==> config.mk <==
export PLATFORM = sky130hd
export DESIGN_NAME = json_syntax_validator
export DESIGN_NICKNAME = d
export VERILOG_FILES = /design/src/rtl/jsv_pkg.sv /design/src/rtl/json_syntax_validator.sv
export SDC_FILE = /design/constraint.sdc
export NUM_CORES = 1
export LEC_CHECK = 0
export BUFFER_PORTS_ARGS = -buffer_cell sky130_fd_sc_hd__buf_4
export CORE_UTILIZATION = 65
export DETAILED_ROUTE_END_ITERATION = 6
export PLACE_DENSITY = 0.85
export REMOVE_ABC_BUFFERS = 1
export SLEW_MARGIN = 20
export SYNTH_ARGS = -nofsm -noshare
export SYNTH_HDL_FRONTEND = slang
export SYNTH_SLANG_ARGS = --single-unit
export TNS_END_PERCENT = 1
==> constraint.sdc <==
create_clock -name clk -period 5.3 [get_ports clk]
set_input_delay 0.265 -clock clk [delete_from_list [all_inputs] [get_ports clk]]
set_output_delay 0.265 -clock clk [all_outputs]
set_load 0.03 [all_outputs]
==> src/rtl/jsv_pkg.sv <==
`timescale 1ns / 1ps

package jsv_pkg;

	localparam int STACK_LEVELS = 17;
	localparam int LVL_W        = $clog2(STACK_LEVELS);
	localparam int CNT_W        = $clog2(STACK_LEVELS + 1);
	localparam int DEPTH_W      = 5;

	localparam logic [DEPTH_W-1:0] DEPTH_RESET = 5'd16;

endpackage

==> src/rtl/json_syntax_validator.sv <==
`timescale 1ns / 1ps

// JSON well-formedness checker.
// Input channel: one document byte per request on text_byte, with is_last set on
// the final byte, qualified by in_valid and held off by in_stall.
// Output channel: one request per document on out_valid, carrying doc_valid
// (1 = well formed), held off by out_stall.
// cfg_wr_en/cfg_wr_data write depth_limit, the deepest level at which a value
// may start; write it only between documents.
// Throughput: one byte per cycle while in_stall is low. Each byte is registered,
// then updates the parse mode, the open-container count and the one-bit kind
// stack as it leaves the input register; the verdict is registered with that update.
// doc_valid is registered from the last byte as it leaves the input register.
// When the receiver stalls, the verdict holds on the output and further bytes
// are still taken; only a following last byte waits in the input register,
// which then raises in_stall until the output is taken.
// Reset: parse state cleared, depth_limit set to 16, both channels empty.
// After each last byte the parse mode and container count return to their reset values.
module json_syntax_validator (
	input  logic                        clk,
	input  logic                        arst_n,
	input  logic                        cfg_wr_en,
	input  logic [jsv_pkg::DEPTH_W-1:0] cfg_wr_data,
	input  logic                        in_valid,
	output logic                        in_stall,
	input  logic [7:0]                  text_byte,
	input  logic                        is_last,
	output logic                        out_valid,
	input  logic                        out_stall,
	output logic                        doc_valid
);
	import jsv_pkg::*;

	localparam logic [7:0] CH_QUOTE  = 8'h22;
	localparam logic [7:0] CH_BSLASH = 8'h5C;
	localparam logic [7:0] CH_SLASH  = 8'h2F;
	localparam logic [7:0] CH_B      = 8'h62;
	localparam logic [7:0] CH_F      = 8'h66;
	localparam logic [7:0] CH_N      = 8'h6E;
	localparam logic [7:0] CH_R      = 8'h72;
	localparam logic [7:0] CH_T      = 8'h74;
	localparam logic [7:0] CH_LBRACK = 8'h5B;
	localparam logic [7:0] CH_RBRACK = 8'h5D;
	localparam logic [7:0] CH_LBRACE = 8'h7B;
	localparam logic [7:0] CH_RBRACE = 8'h7D;
	localparam logic [7:0] CH_COLON  = 8'h3A;
	localparam logic [7:0] CH_COMMA  = 8'h2C;
	localparam logic [7:0] CH_SPACE  = 8'h20;
	localparam logic [7:0] CH_TAB    = 8'h09;
	localparam logic [7:0] CH_CR     = 8'h0D;

	typedef enum logic [11:0] {
		M_VALUE     = 12'b0000_0000_0001,
		M_ARR_FIRST = 12'b0000_0000_0010,
		M_OBJ_FIRST = 12'b0000_0000_0100,
		M_KEY       = 12'b0000_0000_1000,
		M_COLON     = 12'b0000_0001_0000,
		M_AFTER     = 12'b0000_0010_0000,
		M_STR       = 12'b0000_0100_0000,
		M_STR_ESC   = 12'b0000_1000_0000,
		M_KEY_STR   = 12'b0001_0000_0000,
		M_KEY_ESC   = 12'b0010_0000_0000,
		M_SCALAR    = 12'b0100_0000_0000,
		M_ERROR     = 12'b1000_0000_0000
	} mode_t;

	logic [DEPTH_W-1:0]     depth_limit_q;
	mode_t                  mode_q;
	mode_t                  mode_d;
	logic [CNT_W-1:0]       count_q;
	logic [CNT_W-1:0]       count_d;
	logic [CNT_W-1:0]       count_m1;
	logic [STACK_LEVELS-1:0] kind_q;
	logic                   valid_s1;
	logic [7:0]             byte_s1;
	logic                   last_s1;
	logic                   out_valid_q;
	logic                   doc_valid_q;
	logic                   adv;
	logic                   take_in;
	logic                   sp;
	logic                   esc_ok;
	logic                   closer;
	logic                   kind_top;
	mode_t                  sv_mode;
	logic                   sv_push;
	logic                   sv_kind;
	mode_t                  av_mode;
	logic                   av_pop;
	logic                   push;
	logic                   pop;
	logic                   ok;

	assign adv      = valid_s1 && (!last_s1 || !out_valid_q || !out_stall);
	assign in_stall = valid_s1 && !adv;
	assign take_in  = in_valid && !in_stall;

	assign sp     = (byte_s1 == CH_SPACE) || (byte_s1 >= CH_TAB && byte_s1 <= CH_CR);
	assign esc_ok = (byte_s1 == CH_QUOTE) || (byte_s1 == CH_BSLASH) || (byte_s1 == CH_SLASH)
		|| (byte_s1 == CH_B) || (byte_s1 == CH_F) || (byte_s1 == CH_N)
		|| (byte_s1 == CH_R) || (byte_s1 == CH_T);
	assign closer = (byte_s1 == CH_COMMA) || (byte_s1 == CH_RBRACK) || (byte_s1 == CH_RBRACE);

	assign count_m1 = count_q - CNT_W'(1);
	assign kind_top = kind_q[count_m1[LVL_W-1:0]];

	always_comb begin
		sv_mode = M_SCALAR;
		sv_push = 1'b0;
		sv_kind = (byte_s1 == CH_LBRACE);
		if (32'(count_q) > 32'(depth_limit_q)) begin
			sv_mode = M_ERROR;
		end else if (byte_s1 == CH_QUOTE) begin
			sv_mode = M_STR;
		end else if (byte_s1 == CH_LBRACK || byte_s1 == CH_LBRACE) begin
			if (32'(count_q) >= STACK_LEVELS) begin
				sv_mode = M_ERROR;
			end else begin
				sv_push = 1'b1;
				sv_mode = sv_kind ? M_OBJ_FIRST : M_ARR_FIRST;
			end
		end else if (closer) begin
			sv_mode = M_ERROR;
		end
	end

	always_comb begin
		av_mode = M_ERROR;
		av_pop  = 1'b0;
		if (count_q == '0) begin
			av_mode = M_ERROR;
		end else if (byte_s1 == CH_COMMA) begin
			av_mode = kind_top ? M_KEY : M_VALUE;
		end else if ((byte_s1 == CH_RBRACK && !kind_top) || (byte_s1 == CH_RBRACE && kind_top)) begin
			av_pop  = 1'b1;
			av_mode = M_AFTER;
		end
	end

	always_comb begin
		mode_d = mode_q;
		push   = 1'b0;
		pop    = 1'b0;
		unique case (mode_q)
			M_VALUE: begin
				if (!sp) begin
					mode_d = sv_mode;
					push   = sv_push;
				end
			end
			M_ARR_FIRST: begin
				if (!sp) begin
					if (byte_s1 == CH_RBRACK) begin
						pop    = 1'b1;
						mode_d = M_AFTER;
					end else begin
						mode_d = sv_mode;
						push   = sv_push;
					end
				end
			end
			M_OBJ_FIRST: begin
				if (!sp) begin
					if (byte_s1 == CH_RBRACE) begin
						pop    = 1'b1;
						mode_d = M_AFTER;
					end else begin
						mode_d = (byte_s1 == CH_QUOTE) ? M_KEY_STR : M_ERROR;
					end
				end
			end
			M_KEY: begin
				if (!sp) mode_d = (byte_s1 == CH_QUOTE) ? M_KEY_STR : M_ERROR;
			end
			M_COLON: begin
				if (!sp) mode_d = (byte_s1 == CH_COLON) ? M_VALUE : M_ERROR;
			end
			M_AFTER: begin
				if (!sp) begin
					mode_d = av_mode;
					pop    = av_pop;
				end
			end
			M_STR: begin
				if (byte_s1 == CH_QUOTE) mode_d = M_AFTER;
				else if (byte_s1 == CH_BSLASH) mode_d = M_STR_ESC;
			end
			M_STR_ESC: begin
				mode_d = esc_ok ? M_STR : M_ERROR;
			end
			M_KEY_STR: begin
				if (byte_s1 == CH_QUOTE) mode_d = M_COLON;
				else if (byte_s1 == CH_BSLASH) mode_d = M_KEY_ESC;
			end
			M_KEY_ESC: begin
				mode_d = esc_ok ? M_KEY_STR : M_ERROR;
			end
			M_SCALAR: begin
				if (sp) begin
					mode_d = M_AFTER;
				end else if (closer) begin
					mode_d = av_mode;
					pop    = av_pop;
				end
			end
			default: begin
				mode_d = M_ERROR;
			end
		endcase
	end

	always_comb begin
		count_d = count_q;
		if (push) count_d = count_q + CNT_W'(1);
		else if (pop) count_d = count_m1;
	end

	assign ok = (count_d == '0) && (mode_d == M_AFTER || mode_d == M_SCALAR);

	always_ff @(posedge clk or negedge arst_n) begin
		if (!arst_n) begin
			depth_limit_q <= DEPTH_RESET;
		end else if (cfg_wr_en) begin
			depth_limit_q <= cfg_wr_data;
		end
	end

	always_ff @(posedge clk or negedge arst_n) begin
		if (!arst_n) begin
			valid_s1 <= 1'b0;
		end else if (take_in) begin
			valid_s1 <= 1'b1;
		end else if (adv) begin
			valid_s1 <= 1'b0;
		end
	end

	always_ff @(posedge clk) begin
		if (take_in) begin
			byte_s1 <= text_byte;
			last_s1 <= is_last;
		end
	end

	always_ff @(posedge clk or negedge arst_n) begin
		if (!arst_n) begin
			mode_q  <= M_VALUE;
			count_q <= '0;
			kind_q  <= '0;
		end else if (adv) begin
			if (last_s1) begin
				mode_q  <= M_VALUE;
				count_q <= '0;
			end else begin
				mode_q  <= mode_d;
				count_q <= count_d;
			end
			if (push) kind_q[count_q[LVL_W-1:0]] <= sv_kind;
		end
	end

	always_ff @(posedge clk or negedge arst_n) begin
		if (!arst_n) begin
			out_valid_q <= 1'b0;
		end else if (adv && last_s1) begin
			out_valid_q <= 1'b1;
		end else if (!out_stall) begin
			out_valid_q <= 1'b0;
		end
	end

	always_ff @(posedge clk) begin
		if (adv && last_s1) doc_valid_q <= ok;
	end

	assign out_valid = out_valid_q;
	assign doc_valid = doc_valid_q;

endmodule

==> out/metrics.cfg <==
[cts]
htreeDepth=2
clk_sinks=51
clk_latency_ps=310
tritoncts.num_buffers=5
cts.hold.buffers_added=1
cts.reportedPaths.clkPinSlew_ps=100
cts_root_buf=sky130_fd_sc_hd__clkbuf_8
cts_tree=yes
postCtsSetupBuffers=0
clock_path_buffers=2
cts_resized=0

[synth]
netlist_instances=392
synth_sequential_area_ratio_pct=37.6
fraction_of_the_mapped_netlist_area_in_compound_gates_pct=22.0
synth.area.top_cells=sky130_fd_sc_hd__dfrtp_1 28%, sky130_fd_sc_hd__edfxtp_1 8.5%, sky130_fd_sc_hd__o21ai_0 5.2%
yosys.cell_types.count=75
synth_edf_count=10
synth_top_family_by_area=simple AND/OR/NAND/NOR gates
xor_xnor_cell_area_share_of_the_yosys_netlist_pct=2.23
synthArstFlopShare_pct=80.4
synth_top_cell_area_share_pct=27.6
synth-warning-count=0
synth.mux.area_fraction_pct=4.35
synth_area_leader_cell=sky130_fd_sc_hd__dfrtp_1
syn-mean-instance-area_sq_um=9.02
yosys_register_bits=51
synthSimpleGateAreaFrac_pct=26.0
mappedNetlistArea_sq_um=3540
post_synth_fa_ha_maj_area_fraction_pct=3.54
yosys_most_used_dff=sky130_fd_sc_hd__dfrtp_1

[outcome]
status=complete, no violations

[detailed_routing]
num_vias=3237
detailedRoute.firstPassIterationCount=7
drt_iter0_markers=566
routed_via_density=6.93
route.detailed.drc=0
wire_length_per_cell_um=18.7
antenna_violation_net_count_after_detailed_routing=0
drt_wl_total_mm=8.74

[sta]
hold_ws_ps=127
rsz0062_at_grt=no
final_sum_of_negative_setup_slack_ps=0
fin_crit_ps=3790
fin_worst_skew_ps=10.7
timing.fmax_mhz=264
slew_headroom_pct=43.5
min_period_over_period_pct=71.5
timing.final.max_slew_violations=0
timing_hold_violations_final=0
timing.final.setup_violations=0
worstMarginPinSlew_ps=839

[placed_design]
port-buffer-count=21
place.gp.congestion=0.917
hpwlAfterDp_mm=6.20

[critical_path]
worst-path-max-fanout=13
critical_path_class=reg -> reg
crit_family=compound AO/OA/AOI/OAI gates
worst-endpoint-arrival_ps=3870
critical_path.slowest_cell=sky130_fd_sc_hd__dfrtp_1
crit_buf_inv=1
setup.worst_path.start=count_q[0]
required_ps=5380
timing.critical_path.to_type=register
path_cells=inv_1 > ha_1 > mux4_2 > mux2_2 > o21ai_1 > o21bai_2 > xnor2_1 > o41ai_1 > xor2_1 > nor2_1 > and4bb_1
worst_path_largest_cell_delay_ps=680
regToRegStartpoint=count_q[0]
timing.critical_path.from_type=register

[floorplan]
dieArea_sq_um=5740
fp.dieH_um=75.8
die_width_um=75.8
floorplan.rows=26
design.portCount=22
placeableCoreArea_sq_um=5170
initial_utilization_pct=68.4

[global_route]
gr-total-overflow=0
via_count_of_the_first_global_routing_pass=2860
grt_start_max_net_pins=42
gr-usage-all-layers_pct=33.3
grt_pass1_wl_mm=14.2
grt_antenna_before_repair=0

[power]
p_leak_nw=1.53
power_per_cell_area_nw_per_um2=232
vdd_drop_max_uv=225

[layout]
finalNetCount=425
antenna_cells=0
number_of_fill_cells=400
post_route_cells_drive_above_1_share_pct=13.1
syn_to_final_growth_pct=6.97

[min_path]
path_category_of_the_worst_min_delay_check=in -> reg
worstHoldStart=text_byte[2]

[flow_run]
drv_cap=0

metrics by stage:
| stage | util, % | cells | setup slack, ps | instance area, sq um | power, W |
|---|---|---|---|---|---|
| 6_report | 73.1 | 467 | 1510 | 3780 | 0.000879 |
| 5_1_grt | 73.1 | 467 | 1290 | 3780 | 0.000915 |
| 4_1_cts | 73.1 | 467 | 1580 | 3780 | 0.000875 |
| 3_5_place_dp | 71.1 | 458 | 1680 | 3680 | 0.000638 |
| 3_3_place_gp | 71.1 | 458 | 1820 | 3680 | 0.000631 |
| 2_1_floorplan | - | 367 | 2060 | 3430 | 0.000578 |
layout by cell type, fill, tap and decap left out, types with 3 or more instances in the layout:
cell type,Yosys,routed
sky130_fd_sc_hd__a22o_1,3,3
sky130_fd_sc_hd__dfrtp_1,39,39
sky130_fd_sc_hd__nor2b_1,5,5
sky130_fd_sc_hd__clkbuf_8,0,6
sky130_fd_sc_hd__buf_4,0,21
sky130_fd_sc_hd__nor4_1,4,4
sky130_fd_sc_hd__nand2_1,35,35
sky130_fd_sc_hd__and3_1,3,3
sky130_fd_sc_hd__o21ai_0,37,37
sky130_fd_sc_hd__nor3_1,15,15
sky130_fd_sc_hd__nor2_1,26,26
sky130_fd_sc_hd__edfxtp_1,10,10
sky130_fd_sc_hd__xnor2_1,5,5
sky130_fd_sc_hd__inv_1,12,12
sky130_fd_sc_hd__o31ai_1,22,22
sky130_fd_sc_hd__a211o_1,3,3
sky130_fd_sc_hd__xor2_1,4,4
sky130_fd_sc_hd__mux2i_1,3,3
sky130_fd_sc_hd__and2_1,8,8
sky130_fd_sc_hd__nand4_1,6,6
sky130_fd_sc_hd__nand3b_1,6,6
sky130_fd_sc_hd__ha_1,10,10
sky130_fd_sc_hd__mux4_2,4,4
sky130_fd_sc_hd__o32ai_1,3,3
sky130_fd_sc_hd__nand2b_1,10,10
sky130_fd_sc_hd__nand3_1,15,15
sky130_fd_sc_hd__a21oi_1,12,12
sky130_fd_sc_hd__or3_1,5,5
routing by layer:
metal  vias to the layer above  track usage (%)  part of all wire (%)
met5                         -                0                     0
met4                         0             10.5                   2.4
met1                      1513             48.5                    43
met2                       209             50.0                    46
li1                       1480                -                     -
met3                        35             7.01                   9.0
path summary, 6_finish.rpt:
| path | slack (ps) | cells after the start | endpoint |
|---|---|---|---|
| setup / recovery | 1510 | 11 | doc_valid |
| hold / removal | 130 | 1 | byte_s1[2] |
| setup reg to reg | 1510 | 11 | doc_valid |
| hold reg to reg | 510 | 2 | depth_limit_q[4] |
| max in group asynchronous | 4460 | 2 | mode_q[0] |
| min in group asynchronous | 460 | 2 | depth_limit_q[2] |
logic make-up (layout without fill, tap and decap cells):
logic type,Yosys count,count (layout)
adder cells (fa/ha/maj),10,10
AO/OA/AOI/OAI,114,114
AND/OR/NAND/NOR,161,161
flip-flops,51,51
multiplexers,10,10
XOR/XNOR,9,9
buffers and inverters,37,42
state kept, by name, indices dropped and copies added (netlist names):
signal / cells
depth_limit_q: 5
doc_valid: 1
count_q: 5
valid_s1: 1
mode_q: 12
kind_q: 17
last_s1: 1
byte_s1: 8
out_valid: 1
power breakdown:
| group | switching [W] | leakage [nW] | internal (W) | total, W |
|---|---|---|---|---|
| Sequential | 0.0000272 | 0.649 | 0.000419 | 0.000446 |
| Clock | 0.000133 | 0.0516 | 0.000107 | 0.000240 |
| Combinational | 0.000114 | 0.826 | 0.0000785 | 0.000192 |
cell usage after synthesis (3+ instances only):
| cell | instances |
|---|---|
| sky130_fd_sc_hd__a211o_1 | 3 |
| sky130_fd_sc_hd__inv_1 | 12 |
| sky130_fd_sc_hd__mux4_2 | 4 |
| sky130_fd_sc_hd__nor3_1 | 15 |
| sky130_fd_sc_hd__nand3b_1 | 6 |
| sky130_fd_sc_hd__mux2i_1 | 3 |
| sky130_fd_sc_hd__nand2_1 | 35 |
| sky130_fd_sc_hd__edfxtp_1 | 10 |
| sky130_fd_sc_hd__or3_1 | 5 |
| sky130_fd_sc_hd__o21ai_0 | 37 |
| sky130_fd_sc_hd__ha_1 | 10 |
| sky130_fd_sc_hd__o31ai_1 | 22 |
| sky130_fd_sc_hd__a22o_1 | 3 |
| sky130_fd_sc_hd__nor2_1 | 26 |
| sky130_fd_sc_hd__o32ai_1 | 3 |
| sky130_fd_sc_hd__xnor2_1 | 5 |
| sky130_fd_sc_hd__and3_1 | 3 |
| sky130_fd_sc_hd__dfrtp_1 | 39 |
| sky130_fd_sc_hd__xor2_1 | 4 |
| sky130_fd_sc_hd__nor2b_1 | 5 |
| sky130_fd_sc_hd__nand3_1 | 15 |
| sky130_fd_sc_hd__clkbuf_1 | 19 |
| sky130_fd_sc_hd__nand4_1 | 6 |
| sky130_fd_sc_hd__buf_2 | 3 |
| sky130_fd_sc_hd__nor4_1 | 4 |
| sky130_fd_sc_hd__and2_1 | 8 |
| sky130_fd_sc_hd__nand2b_1 | 10 |
| sky130_fd_sc_hd__a21oi_1 | 12 |
cell type report:
| cell class | count | area (sq um) | share of cell area, % |
|---|---|---|---|
| inverter | 12 | 45.0 | 1.19 |
| multi-input combinational | 304 | 2060 | 54.4 |
| timing repair buffer | 22 | 168 | 4.43 |
| clock buffer | 6 | 82.6 | 2.18 |
| sequential | 51 | 1330 | 35.1 |
| tap | 70 | 87.6 | 2.31 |
| clock inverter | 2 | 13.8 | 0.364 |
Note: power is estimated with default switching activity, not from simulation.
